`src/sfcp_pkg.sv`:
```
// Shared types, codes and constant tables of the framed command parser.
package sfcp_pkg;

  typedef enum logic [1:0] {
    REQ_BYTE      = 2'd0,
    REQ_NAME_RD   = 2'd1,
    REQ_CLR_DIRTY = 2'd2,
    REQ_SET_AUTO  = 2'd3
  } sfcp_req_t;

  typedef enum logic [2:0] {
    PH_SYNC1   = 3'd0,
    PH_SYNC2   = 3'd1,
    PH_TYPE    = 3'd2,
    PH_LEN     = 3'd3,
    PH_PAYLOAD = 3'd4,
    PH_CHK     = 3'd5
  } sfcp_phase_t;

  typedef enum logic [1:0] {
    ST_IDLE    = 2'd0,
    ST_NAME_RD = 2'd1,
    ST_SWEEP   = 2'd2,
    ST_ACK     = 2'd3
  } sfcp_state_t;

  localparam logic [7:0] SYNC1_BYTE     = 8'hAA;
  localparam logic [7:0] SYNC2_BYTE     = 8'h55;
  localparam logic [7:0] ACK_KIND       = 8'h81;
  localparam logic [7:0] KIND_PING      = 8'h01;
  localparam logic [7:0] KIND_STREAM_ON = 8'h10;
  localparam logic [7:0] KIND_STREAM_OFF = 8'h11;
  localparam logic [7:0] KIND_SET_NAME  = 8'h12;
  localparam logic [7:0] KIND_AUTOSTREAM = 8'h13;
  localparam logic [7:0] KIND_REC_START = 8'h14;
  localparam logic [7:0] KIND_REC_STOP  = 8'h15;

  // Index of the last acknowledgement byte.
  localparam logic [2:0] ACK_LAST = 3'd4;

  typedef struct packed {
    logic        streaming_on;
    logic        auto_stream_on;
    logic        settings_dirty;
    logic        record_start_pulse;
    logic        record_stop_pulse;
    logic        frame_accepted;
    logic [31:0] command_total;
    logic [7:0]  name_char;
    logic [7:0]  ack_out_byte;
    logic        ack_out_valid;
    logic        last_result;
  } sfcp_result_t;

  function automatic logic [7:0] sfcp_ack_byte(input logic [2:0] k);
    logic [7:0] b;
    unique case (k)
      3'd0:    b = SYNC1_BYTE;
      3'd1:    b = SYNC2_BYTE;
      3'd2:    b = ACK_KIND;
      default: b = 8'h00;
    endcase
    return b;
  endfunction

  // Factory device name, zero terminated.
  function automatic logic [7:0] sfcp_default_char(input logic [7:0] i);
    logic [7:0] c;
    unique case (i)
      8'd0:    c = 8'h48;
      8'd1:    c = 8'h50;
      8'd2:    c = 8'h49;
      8'd3:    c = 8'h35;
      default: c = 8'h00;
    endcase
    return c;
  endfunction

endpackage

```
`src/sfcp_if.sv`:
```
// Request and result channel interfaces of the framed command parser.
interface sfcp_in_if;
  logic       valid;
  logic       ready;
  logic [1:0] req_type;
  logic [7:0] data_byte;
  logic [4:0] name_index;

  modport source(output valid, req_type, data_byte, name_index, input ready);
  modport sink(input valid, req_type, data_byte, name_index, output ready);
endinterface

interface sfcp_out_if;
  logic        valid;
  logic        ready;
  logic        streaming_on;
  logic        auto_stream_on;
  logic        settings_dirty;
  logic        record_start_pulse;
  logic        record_stop_pulse;
  logic        frame_accepted;
  logic [31:0] command_total;
  logic [7:0]  name_char;
  logic [7:0]  ack_out_byte;
  logic        ack_out_valid;
  logic        last_result;

  modport source(output valid, streaming_on, auto_stream_on, settings_dirty,
                 record_start_pulse, record_stop_pulse, frame_accepted,
                 command_total, name_char, ack_out_byte, ack_out_valid,
                 last_result, input ready);
  modport sink(input valid, streaming_on, auto_stream_on, settings_dirty,
               record_start_pulse, record_stop_pulse, frame_accepted,
               command_total, name_char, ack_out_byte, ack_out_valid,
               last_result, output ready);
endinterface

```
`src/sfcp_pay_mem.sv`:
```
// Frame payload buffer: one write port, one registered read port.
module sfcp_pay_mem #(
  parameter int DEPTH = 64,
  localparam int AW = (DEPTH > 1) ? $clog2(DEPTH) : 1
) (
  input  logic          clk,
  input  logic          we,
  input  logic [AW-1:0] waddr,
  input  logic [7:0]    wdata,
  input  logic [AW-1:0] raddr,
  output logic [7:0]    rdata
);
  logic [7:0] mem [DEPTH];
  logic [7:0] rdata_r;

  always_ff @(posedge clk) begin
    if (we) begin
      mem[waddr] <= wdata;
    end
    rdata_r <= mem[raddr];
  end

  assign rdata = rdata_r;
endmodule

```
`src/sfcp_name_mem.sv`:
```
// Device name store with per-entry valid bits; unwritten entries read the factory name.
module sfcp_name_mem #(
  parameter int DEPTH = 32,
  localparam int AW = $clog2(DEPTH)
) (
  input  logic          clk,
  input  logic          rst_n,
  input  logic          we,
  input  logic [AW-1:0] waddr,
  input  logic [7:0]    wdata,
  input  logic [AW-1:0] raddr,
  output logic [7:0]    rdata
);
  import sfcp_pkg::*;

  logic [7:0]       mem [DEPTH];
  logic [DEPTH-1:0] vld_r;
  logic [7:0]       mem_q_r;
  logic [7:0]       dflt_q_r;
  logic             vld_q_r;

  always_ff @(posedge clk) begin
    if (!rst_n) begin
      vld_r <= '0;
    end else if (we) begin
      vld_r[waddr] <= 1'b1;
    end
  end

  always_ff @(posedge clk) begin
    if (we) begin
      mem[waddr] <= wdata;
    end
    mem_q_r  <= mem[raddr];
    vld_q_r  <= vld_r[raddr];
    dflt_q_r <= sfcp_default_char(8'(raddr));
  end

  assign rdata = vld_q_r ? mem_q_r : dflt_q_r;
endmodule

```
`src/sfcp_ctrl.sv`:
```
// Frame parser, dispatch, copy/ack sequencer and result register.
module sfcp_ctrl #(
  parameter int MAX_PAYLOAD = 64,
  parameter int NAME_LEN    = 32,
  localparam int PAW = (MAX_PAYLOAD > 1) ? $clog2(MAX_PAYLOAD) : 1,
  localparam int NW  = $clog2(NAME_LEN),
  localparam int CW  = $clog2(MAX_PAYLOAD + 1)
) (
  input  logic                   clk,
  input  logic                   rst_n,
  input  logic                   in_valid,
  output logic                   in_ready,
  input  logic [1:0]             in_req_type,
  input  logic [7:0]             in_data_byte,
  input  logic [4:0]             in_name_index,
  output logic                   out_valid,
  input  logic                   out_ready,
  output sfcp_pkg::sfcp_result_t out_res,
  output logic                   pay_we,
  output logic [PAW-1:0]         pay_waddr,
  output logic [7:0]             pay_wdata,
  output logic [PAW-1:0]         pay_raddr,
  input  logic [7:0]             pay_rdata,
  output logic                   name_we,
  output logic [NW-1:0]          name_waddr,
  output logic [7:0]             name_wdata,
  output logic [NW-1:0]          name_raddr,
  input  logic [7:0]             name_rdata
);
  import sfcp_pkg::*;

  localparam logic [8:0] MAXP9 = 9'(MAX_PAYLOAD);
  localparam logic [8:0] NMAX9 = 9'(NAME_LEN - 1);
  localparam int TERM_RST = (NAME_LEN - 1 < 4) ? NAME_LEN - 1 : 4;
  localparam logic [NW-1:0] SW_LAST = NW'(NAME_LEN - 1);

  sfcp_state_t  state_r, state_nxt;
  sfcp_phase_t  phase_r, phase_nxt;
  sfcp_req_t    req;
  logic [7:0]   kind_r, kind_nxt;
  logic [7:0]   flen_r, flen_nxt;
  logic [CW-1:0] cnt_r, cnt_nxt;
  logic [7:0]   xor_r, xor_nxt;
  logic [7:0]   first_r, first_nxt;
  logic         stream_r, stream_nxt;
  logic         auto_r, auto_nxt;
  logic         dirty_r, dirty_nxt;
  logic [31:0]  total_r, total_nxt;
  logic [NW-1:0] term_r, term_nxt;
  logic [NW-1:0] sw_idx_r, sw_idx_nxt;
  logic         copy_r, copy_nxt;
  logic [2:0]   ack_idx_r, ack_idx_nxt;
  logic         name_ok_r, name_ok_nxt;
  logic         out_valid_r, out_valid_nxt;
  sfcp_result_t res_r, res_nxt;

  logic         accept, is_byte, out_free;
  logic         frame_ok, ping, rec_start, rec_stop, set_name;
  logic [8:0]   sw_next9;
  logic         keep;

  assign req      = sfcp_req_t'(in_req_type);
  assign out_free = !out_valid_r || out_ready;
  assign in_ready = (state_r == ST_IDLE) && out_free;
  assign accept   = in_valid && in_ready;
  assign is_byte  = accept && (req == REQ_BYTE);
  assign sw_next9 = 9'(sw_idx_r) + 9'd1;

  // Byte parser and frame dispatch.
  always_comb begin
    phase_nxt = phase_r;
    kind_nxt  = kind_r;
    flen_nxt  = flen_r;
    cnt_nxt   = cnt_r;
    xor_nxt   = xor_r;
    first_nxt = first_r;
    frame_ok  = 1'b0;
    pay_we    = 1'b0;
    if (is_byte) begin
      unique case (phase_r)
        PH_SYNC2: phase_nxt = (in_data_byte == SYNC2_BYTE) ? PH_TYPE : PH_SYNC1;
        PH_TYPE: begin
          kind_nxt  = in_data_byte;
          phase_nxt = PH_LEN;
        end
        PH_LEN: begin
          flen_nxt = in_data_byte;
          if (9'(in_data_byte) > MAXP9) begin
            phase_nxt = PH_SYNC1;
          end else begin
            cnt_nxt   = '0;
            xor_nxt   = 8'h00;
            phase_nxt = (in_data_byte == 8'h00) ? PH_CHK : PH_PAYLOAD;
          end
        end
        PH_PAYLOAD: begin
          if (9'(cnt_r) < MAXP9) begin
            pay_we  = 1'b1;
            cnt_nxt = cnt_r + 1'b1;
            xor_nxt = xor_r ^ in_data_byte;
            if (cnt_r == '0) begin
              first_nxt = in_data_byte;
            end
          end
          if (9'(cnt_nxt) >= 9'(flen_r)) begin
            phase_nxt = PH_CHK;
          end
        end
        PH_CHK: begin
          frame_ok  = (in_data_byte == xor_r);
          phase_nxt = PH_SYNC1;
        end
        default: phase_nxt = (in_data_byte == SYNC1_BYTE) ? PH_SYNC2 : PH_SYNC1;
      endcase
    end
  end

  assign pay_waddr = PAW'(cnt_r);
  assign pay_wdata = in_data_byte;

  // Flags, count and dispatch effects.
  always_comb begin
    stream_nxt = stream_r;
    auto_nxt   = auto_r;
    dirty_nxt  = dirty_r;
    total_nxt  = total_r;
    ping       = 1'b0;
    rec_start  = 1'b0;
    rec_stop   = 1'b0;
    set_name   = 1'b0;
    if (frame_ok) begin
      total_nxt = total_r + 32'd1;
      unique case (kind_r)
        KIND_PING:       ping = 1'b1;
        KIND_STREAM_ON:  stream_nxt = 1'b1;
        KIND_STREAM_OFF: stream_nxt = 1'b0;
        KIND_SET_NAME: begin
          set_name  = 1'b1;
          dirty_nxt = 1'b1;
        end
        KIND_AUTOSTREAM: begin
          if (flen_r != 8'h00) begin
            auto_nxt  = (first_r != 8'h00);
            dirty_nxt = 1'b1;
          end
        end
        KIND_REC_START:  rec_start = 1'b1;
        KIND_REC_STOP:   rec_stop = 1'b1;
        default: ;
      endcase
    end
    if (accept && req == REQ_CLR_DIRTY) begin
      dirty_nxt = 1'b0;
    end
    if (accept && req == REQ_SET_AUTO) begin
      auto_nxt = (in_data_byte != 8'h00);
    end
  end

  // Next state.
  always_comb begin
    state_nxt = state_r;
    unique case (state_r)
      ST_IDLE: begin
        if (accept && req == REQ_NAME_RD) begin
          state_nxt = ST_NAME_RD;
        end else if (set_name) begin
          state_nxt = ST_SWEEP;
        end else if (ping) begin
          state_nxt = ST_ACK;
        end
      end
      ST_NAME_RD: state_nxt = ST_IDLE;
      ST_SWEEP: begin
        if (sw_idx_r == SW_LAST) begin
          state_nxt = ST_IDLE;
        end
      end
      ST_ACK: begin
        if (out_free && ack_idx_r == ACK_LAST) begin
          state_nxt = ST_IDLE;
        end
      end
      default: state_nxt = ST_IDLE;
    endcase
  end

  // Sequencer datapath: name copy sweep, ack stepping, result register.
  always_comb begin
    term_nxt      = term_r;
    sw_idx_nxt    = sw_idx_r;
    copy_nxt      = copy_r;
    ack_idx_nxt   = ack_idx_r;
    name_ok_nxt   = name_ok_r;
    out_valid_nxt = out_valid_r && !out_ready;
    res_nxt       = res_r;
    name_we       = 1'b0;
    name_waddr    = sw_idx_r;
    name_wdata    = 8'h00;
    pay_raddr     = '0;
    keep          = 1'b0;

    unique case (state_r)
      ST_IDLE: begin
        if (accept) begin
          name_ok_nxt = 9'(in_name_index) < 9'(term_r);
          sw_idx_nxt  = '0;
          ack_idx_nxt = '0;
          if (set_name) begin
            copy_nxt = 1'b1;
            term_nxt = '0;
          end
          if (req != REQ_NAME_RD) begin
            out_valid_nxt              = 1'b1;
            res_nxt.streaming_on       = stream_nxt;
            res_nxt.auto_stream_on     = auto_nxt;
            res_nxt.settings_dirty     = dirty_nxt;
            res_nxt.record_start_pulse = rec_start;
            res_nxt.record_stop_pulse  = rec_stop;
            res_nxt.frame_accepted     = frame_ok;
            res_nxt.command_total      = total_nxt;
            res_nxt.name_char          = 8'h00;
            res_nxt.ack_out_byte       = 8'h00;
            res_nxt.ack_out_valid      = 1'b0;
            res_nxt.last_result        = !ping;
          end
        end
      end
      ST_NAME_RD: begin
        out_valid_nxt              = 1'b1;
        res_nxt.streaming_on       = stream_r;
        res_nxt.auto_stream_on     = auto_r;
        res_nxt.settings_dirty     = dirty_r;
        res_nxt.record_start_pulse = 1'b0;
        res_nxt.record_stop_pulse  = 1'b0;
        res_nxt.frame_accepted     = 1'b0;
        res_nxt.command_total      = total_r;
        res_nxt.name_char          = name_ok_r ? name_rdata : 8'h00;
        res_nxt.ack_out_byte       = 8'h00;
        res_nxt.ack_out_valid      = 1'b0;
        res_nxt.last_result        = 1'b1;
      end
      ST_SWEEP: begin
        // Copy until the length, the name limit or a zero byte; zero the rest.
        keep = copy_r && (9'(sw_idx_r) < 9'(flen_r)) && (9'(sw_idx_r) < NMAX9)
               && (pay_rdata != 8'h00);
        name_we    = 1'b1;
        name_wdata = keep ? pay_rdata : 8'h00;
        copy_nxt   = keep;
        if (keep) begin
          term_nxt = sw_idx_r + 1'b1;
        end
        sw_idx_nxt = sw_idx_r + 1'b1;
        if (sw_next9 < MAXP9) begin
          pay_raddr = PAW'(sw_next9);
        end
      end
      ST_ACK: begin
        if (out_free) begin
          out_valid_nxt         = 1'b1;
          res_nxt.ack_out_byte  = sfcp_ack_byte(ack_idx_r);
          res_nxt.ack_out_valid = 1'b1;
          res_nxt.last_result   = (ack_idx_r == ACK_LAST);
          ack_idx_nxt           = ack_idx_r + 3'd1;
        end
      end
      default: ;
    endcase
  end

  assign name_raddr = NW'(9'(in_name_index));

  always_ff @(posedge clk) begin
    if (!rst_n) begin
      state_r     <= ST_IDLE;
      phase_r     <= PH_SYNC1;
      stream_r    <= 1'b1;
      auto_r      <= 1'b1;
      dirty_r     <= 1'b0;
      total_r     <= 32'd0;
      term_r      <= NW'(TERM_RST);
      out_valid_r <= 1'b0;
    end else begin
      state_r     <= state_nxt;
      phase_r     <= phase_nxt;
      stream_r    <= stream_nxt;
      auto_r      <= auto_nxt;
      dirty_r     <= dirty_nxt;
      total_r     <= total_nxt;
      term_r      <= term_nxt;
      out_valid_r <= out_valid_nxt;
    end
  end

  always_ff @(posedge clk) begin
    kind_r    <= kind_nxt;
    flen_r    <= flen_nxt;
    cnt_r     <= cnt_nxt;
    xor_r     <= xor_nxt;
    first_r   <= first_nxt;
    sw_idx_r  <= sw_idx_nxt;
    copy_r    <= copy_nxt;
    ack_idx_r <= ack_idx_nxt;
    name_ok_r <= name_ok_nxt;
    res_r     <= res_nxt;
  end

  assign out_valid = out_valid_r;
  assign out_res   = res_r;
endmodule

```
`src/sync_framed_command_parser.sv`:
```
// Top level of the synchronized, length-framed host command parser.
//
//   channel   dir  handshake          payload
//   in_req    in   valid / ready      req_type, data_byte, name_index
//   out_res   out  valid / ready      flags, pulses, command_total, name_char, ack
//
// Host byte, clear-dirty and set-autostream requests: once accepted, the status result
// sits in the output register from the next cycle.
// Name read: the registered read of the name store feeds the result register.
// Set-name frame end: a copy sweep over all NAME_LEN name entries, one name entry a cycle.
// Ping frame end: six results, one a cycle while out_res.ready stays high.
// Reset clears the name store valid bits at once; no clearing pass.
module sync_framed_command_parser #(
  parameter int MAX_PAYLOAD = 64,
  parameter int NAME_LEN    = 32
) (
  input logic     clk,
  input logic     rst_n,
  sfcp_in_if.sink     in_req,
  sfcp_out_if.source  out_res
);
  import sfcp_pkg::*;

  localparam int PAW = (MAX_PAYLOAD > 1) ? $clog2(MAX_PAYLOAD) : 1;
  localparam int NW  = $clog2(NAME_LEN);

  sfcp_result_t   res;
  logic           pay_we;
  logic [PAW-1:0] pay_waddr, pay_raddr;
  logic [7:0]     pay_wdata, pay_rdata;
  logic           name_we;
  logic [NW-1:0]  name_waddr, name_raddr;
  logic [7:0]     name_wdata, name_rdata;

  sfcp_ctrl #(
    .MAX_PAYLOAD(MAX_PAYLOAD),
    .NAME_LEN   (NAME_LEN)
  ) u_ctrl (
    .clk          (clk),
    .rst_n        (rst_n),
    .in_valid     (in_req.valid),
    .in_ready     (in_req.ready),
    .in_req_type  (in_req.req_type),
    .in_data_byte (in_req.data_byte),
    .in_name_index(in_req.name_index),
    .out_valid    (out_res.valid),
    .out_ready    (out_res.ready),
    .out_res      (res),
    .pay_we       (pay_we),
    .pay_waddr    (pay_waddr),
    .pay_wdata    (pay_wdata),
    .pay_raddr    (pay_raddr),
    .pay_rdata    (pay_rdata),
    .name_we      (name_we),
    .name_waddr   (name_waddr),
    .name_wdata   (name_wdata),
    .name_raddr   (name_raddr),
    .name_rdata   (name_rdata)
  );

  sfcp_pay_mem #(.DEPTH(MAX_PAYLOAD)) u_pay_mem (
    .clk  (clk),
    .we   (pay_we),
    .waddr(pay_waddr),
    .wdata(pay_wdata),
    .raddr(pay_raddr),
    .rdata(pay_rdata)
  );

  sfcp_name_mem #(.DEPTH(NAME_LEN)) u_name_mem (
    .clk  (clk),
    .rst_n(rst_n),
    .we   (name_we),
    .waddr(name_waddr),
    .wdata(name_wdata),
    .raddr(name_raddr),
    .rdata(name_rdata)
  );

  assign out_res.streaming_on       = res.streaming_on;
  assign out_res.auto_stream_on     = res.auto_stream_on;
  assign out_res.settings_dirty     = res.settings_dirty;
  assign out_res.record_start_pulse = res.record_start_pulse;
  assign out_res.record_stop_pulse  = res.record_stop_pulse;
  assign out_res.frame_accepted     = res.frame_accepted;
  assign out_res.command_total      = res.command_total;
  assign out_res.name_char          = res.name_char;
  assign out_res.ack_out_byte       = res.ack_out_byte;
  assign out_res.ack_out_valid      = res.ack_out_valid;
  assign out_res.last_result        = res.last_result;

`ifndef SYNTHESIS
  a_no_accept_when_blocked: assert property (@(posedge clk) disable iff (!rst_n)
    out_res.valid && !out_res.ready |-> !in_req.ready)
    else $error("request taken while a result is stalled");

  a_ack_from_accepted: assert property (@(posedge clk) disable iff (!rst_n)
    out_res.valid && out_res.ack_out_valid |-> out_res.frame_accepted)
    else $error("ack byte without an accepted frame");

  a_one_rec_pulse: assert property (@(posedge clk) disable iff (!rst_n)
    out_res.valid |-> !(out_res.record_start_pulse && out_res.record_stop_pulse))
    else $error("start and stop pulse together");

  a_hold_until_last: assert property (@(posedge clk) disable iff (!rst_n)
    out_res.valid && !out_res.last_result |-> !in_req.ready)
    else $error("new request taken before the last result of a step");
`endif
endmodule
```
`src/flat_wrapper.sv`:
```
// flat-port wrapper written by rule: the top's interface ports become plain ports
module sync_framed_command_parser_flat import sfcp_pkg::*;
#(
  parameter int MAX_PAYLOAD = 64,
  parameter int NAME_LEN    = 32
)
  (clk, rst_n, in_req_valid, in_req_req_type, in_req_data_byte, in_req_name_index, in_req_ready, out_res_valid, out_res_streaming_on, out_res_auto_stream_on, out_res_settings_dirty, out_res_record_start_pulse, out_res_record_stop_pulse, out_res_frame_accepted, out_res_command_total, out_res_name_char, out_res_ack_out_byte, out_res_ack_out_valid, out_res_last_result, out_res_ready);
  sfcp_in_if in_req_i ();
  sfcp_out_if out_res_i ();
  input logic clk;
  input logic rst_n;
  input wire logic [$bits(in_req_i.valid)-1:0] in_req_valid;
  input wire logic [$bits(in_req_i.req_type)-1:0] in_req_req_type;
  input wire logic [$bits(in_req_i.data_byte)-1:0] in_req_data_byte;
  input wire logic [$bits(in_req_i.name_index)-1:0] in_req_name_index;
  output wire logic [$bits(in_req_i.ready)-1:0] in_req_ready;
  output wire logic [$bits(out_res_i.valid)-1:0] out_res_valid;
  output wire logic [$bits(out_res_i.streaming_on)-1:0] out_res_streaming_on;
  output wire logic [$bits(out_res_i.auto_stream_on)-1:0] out_res_auto_stream_on;
  output wire logic [$bits(out_res_i.settings_dirty)-1:0] out_res_settings_dirty;
  output wire logic [$bits(out_res_i.record_start_pulse)-1:0] out_res_record_start_pulse;
  output wire logic [$bits(out_res_i.record_stop_pulse)-1:0] out_res_record_stop_pulse;
  output wire logic [$bits(out_res_i.frame_accepted)-1:0] out_res_frame_accepted;
  output wire logic [$bits(out_res_i.command_total)-1:0] out_res_command_total;
  output wire logic [$bits(out_res_i.name_char)-1:0] out_res_name_char;
  output wire logic [$bits(out_res_i.ack_out_byte)-1:0] out_res_ack_out_byte;
  output wire logic [$bits(out_res_i.ack_out_valid)-1:0] out_res_ack_out_valid;
  output wire logic [$bits(out_res_i.last_result)-1:0] out_res_last_result;
  input wire logic [$bits(out_res_i.ready)-1:0] out_res_ready;
  assign in_req_i.valid = in_req_valid;
  assign in_req_i.req_type = in_req_req_type;
  assign in_req_i.data_byte = in_req_data_byte;
  assign in_req_i.name_index = in_req_name_index;
  assign in_req_ready = in_req_i.ready;
  assign out_res_valid = out_res_i.valid;
  assign out_res_streaming_on = out_res_i.streaming_on;
  assign out_res_auto_stream_on = out_res_i.auto_stream_on;
  assign out_res_settings_dirty = out_res_i.settings_dirty;
  assign out_res_record_start_pulse = out_res_i.record_start_pulse;
  assign out_res_record_stop_pulse = out_res_i.record_stop_pulse;
  assign out_res_frame_accepted = out_res_i.frame_accepted;
  assign out_res_command_total = out_res_i.command_total;
  assign out_res_name_char = out_res_i.name_char;
  assign out_res_ack_out_byte = out_res_i.ack_out_byte;
  assign out_res_ack_out_valid = out_res_i.ack_out_valid;
  assign out_res_last_result = out_res_i.last_result;
  assign out_res_i.ready = out_res_ready;
  sync_framed_command_parser #(.MAX_PAYLOAD(MAX_PAYLOAD), .NAME_LEN(NAME_LEN)) u_core (.clk(clk), .rst_n(rst_n), .in_req(in_req_i), .out_res(out_res_i));
endmodule
```
`config.mk`:
```
export PLATFORM = sky130hd
export DESIGN_NAME = sync_framed_command_parser_flat
export DESIGN_NICKNAME = d
export VERILOG_FILES = /design/src/sfcp_pkg.sv /design/src/sfcp_if.sv /design/src/sfcp_pay_mem.sv /design/src/sfcp_name_mem.sv /design/src/sfcp_ctrl.sv /design/src/sync_framed_command_parser.sv /design/src/flat_wrapper.sv
export SDC_FILE = /design/constraint.sdc
export NUM_CORES = 1
export LEC_CHECK = 0
export ABC_AREA = 1
export BUFFER_PORTS_ARGS = -buffer_cell sky130_fd_sc_hd__buf_2
export CAP_MARGIN = 10
export CORE_UTILIZATION = 65
export DETAILED_ROUTE_END_ITERATION = 7
export GPL_ROUTABILITY_DRIVEN = 0
export GPL_TIMING_DRIVEN = 1
export HOLD_SLACK_MARGIN = 0.12
export PLACE_DENSITY = 0.8
export REMOVE_ABC_BUFFERS = 1
export SYNTH_ARGS = -nofsm -noshare
export SYNTH_HDL_FRONTEND = slang
export SYNTH_SLANG_ARGS = --single-unit
```
`constraint.sdc`:
```
create_clock -name clk -period 11.42 [get_ports clk]
set_clock_uncertainty 0.2 [all_clocks]
set_input_delay 1.142 -clock clk [delete_from_list [all_inputs] [get_ports clk]]
set_output_delay 1.142 -clock clk [all_outputs]
set_load 0.1 [all_outputs]
```
==> results.toml <==
[status]
status = "complete, no violations"

[grt]
grt_usage_pct = 30.8
antenna_found_initial = 1
grt_pass1_vias = 26400
grt_max_degree = 143
grt_pass1_wl_um = 146000
grt_overflow_total = 0

[yosys]
ys.flop_type = "edfxtp_1"
synth.avg_cell_area_um2 = 11.2
synth_edf_count = 869
synth-async-reset-ratio_pct = 0
synthesis.area_mm2 = 0.0400
ys_seq_area_share_pct = 70.3
yosys_warnings = 0
yosysUniqueCellTypes = 47
yosys_register_bits = 969
synth_cells = 3573

[routing]
dr.pass1.iters = 6
vias = 27300
routedWlPerCell_um = 21.4
via_per_inst = 6.10
ant_nets = 0
wl_met3_um = 9290
drt_wl_total_um = 95900
wl_met1_um = 35600
met2_length_um = 46200
route.detailed.drc = 0
routed.top_layer = "met5"
drtIter0Drc = 3690

[floorplan]
die_h_um = 250
die_x_um = 250
start_util_pct = 66.0
core_area_mm2 = 0.0606
dieArea_mm2 = 0.0625
io_pins = 77
rows = 90

[finish]
final_common_cell = "edfxtp_1"
final_cell_mix = "edfxtp_1, nand2_1, nor2_1"
syn2layout_area_growth_pct = 9.94
finalNonFillerCells = 4473
num_antenna_cells = 0
nets = 3658
drive_gt1_share_pct = 8.32
fill_cells = 3943
final_util_pct = 72.5
design_area_mm2 = 0.0439

[timing]
slew_headroom_pct = 9.15
worstMarginPinSlew_ns = 1.36
rsz0062_at_grt = "false"
min_period_over_period_pct = 37.4
hold_violations = 0
period_needed_ns = 4.28
max_freq_mhz = 234
worst_slack_ns = 7.14
slew_violations = 0
finalSetupTns_ns = 0
whs_ns = 0.268
setup_viol = 0

[worst_setup_path]
r2r_start = "u_core.u_ctrl.name_waddr[0]$_DFFE_PP_"
start_kind = "flip-flop"
slowest_delay_ns = 0.84
path_cells = "buf_4 -> buf_4 -> nor2_8 -> buf_4 -> nand2_1 -> nand2_1 -> nand2_1 -> nand3_1 -> nand3_1 -> nand3_1 -> nand3_1 -> nand2_1"
path_max_fanout = 92
worstPathRequired_ns = 11.79
slowest_stage = "buf_4"
critPathKind = "reg2reg"
crit_start = "u_core.u_ctrl.name_waddr[0]$_DFFE_PP_"
crit_path_end_kind = "flip-flop"
critPathArrivalTime_ns = 4.64
r2r_setup_slack_ns = 7.14

[clock_network]
clk_pin_slew_worst_paths_ns = 0.06
ctsHoldBuffers = 0
post-cts-setup-buffer-count = 0
cts-resized-gates = 0
clock_latency_ns = 0.66
cts_buffer_depth = 3
cts.htree.levels = 3
clockRootBuffer = "clkbuf_16"
cts_buffers = 93
cts_tree = "yes"
clock-sinks = 969

[flow_run]
cap_violations = 0

[place]
dp.cells = 4299
placed_area_mm2 = 0.0409
port_buffers = 76
hpwl_um = 54300
place_worst_setup_slack_ns = 6.86

[pwr]
ir_drop_mv = 0.231
cellPowerDensity_mw_per_mm2 = 213
p_leak_nw = 16.1
p_total_mw = 9.38

[worst_hold_path]
min-delay-start = "u_core.u_name_mem.vld_r[21]$_SDFFE_PN0P_"
hp-class = "reg2reg"
[layout make-up]
| cell class | instances | area [um2] | area share [%] |
|---|---|---|---|
| timing repair buffer | 109 | 628 | 1.43 |
| inverter | 217 | 815 | 1.85 |
| sequential | 969 | 28100 | 63.9 |
| clock inverter | 49 | 492 | 1.12 |
| multi-input combinational | 2222 | 10400 | 23.6 |
| clock buffer | 125 | 2540 | 5.78 |
| tap | 782 | 978 | 2.23 |
[critical path, delay by kind of cell (launching register included)]
family        cells  cell delay [ns]
buf+inv           3             1.66
simple gates      9             1.83
flops             1             0.38
[flip-flops by register name (all words and copies together) (netlist names), 7 cells and up]
| register | count |
|---|---|
| u_core.u_ctrl.kind_r | 8 |
| u_core.u_ctrl.out_res | 52 |
| u_core.u_pay_mem.mem | 512 |
| u_core.u_ctrl.flen_r | 8 |
| u_core.u_pay_mem.rdata | 8 |
| u_core.u_ctrl.first_r | 8 |
| u_core.u_ctrl.total_r | 32 |
| u_core.u_name_mem.mem_q_r | 8 |
| u_core.u_ctrl.xor_r | 8 |
| u_core.u_name_mem.vld_r | 32 |
| u_core.u_ctrl.cnt_r | 7 |
| u_core.u_name_mem.mem | 256 |
[power breakdown]
group / internal, mW / switching [mW]
registers: 4.08 / 0.0732
logic: 0.412 / 1.74
clock network: 1.77 / 1.31
total: 6.26 / 3.12
[cell usage after synthesis (all sizes together) (24+ instances only)]
library cell / count / share of area, %
edfxtp: 869 / 65
nand2: 793 / 7.5
nor2: 577 / 5.7
nand3: 348 / 4.4
inv: 211 / 2.0
o21ai: 177 / 2.2
dfxtp: 100 / 5.0
clkbuf: 95 / 0.89
buf: 70 / 0.94
a22oi: 64 / 1.2
a21oi: 52 / 0.65
nand4: 40 / 0.63
nor3: 40 / 0.55
ha: 27 / 0.85
xor2: 24 / 0.66
[final timing paths]
| check | end | depth (start not counted) |
|---|---|---|
| worst min register to register | u_core.u_name_mem.vld_r[21]$_SDFFE_PN0P_ | 2 |
| worst max register to register | u_core.u_pay_mem.rdata[2]$_DFF_P_ | 12 |
| worst max-delay path | u_core.u_pay_mem.rdata[2]$_DFF_P_ | 12 |
| worst min-delay path | u_core.u_name_mem.vld_r[21]$_SDFFE_PN0P_ | 2 |
[metal layers]
| metal | up-vias | global-route usage [%] |
|---|---|---|
| met5 | - | 0 |
| met1 | 12900 | 40.2 |
| met2 | 1680 | 50.1 |
| li1 | 12400 | - |
| met4 | 2 | 15.8 |
| met3 | 323 | 5.01 |
[logic make-up after synthesis]
logic type / share of synthesized area [%]
AOI/OAI and AO/OA: 5.18
xor gates and xnor gates: 0.789
adders and majority gates: 0.845
buffers and inverters: 3.87
DFF: 70.3
and+or+nand+nor: 19.0
Note: power is estimated with default switching activity, not from simulation.
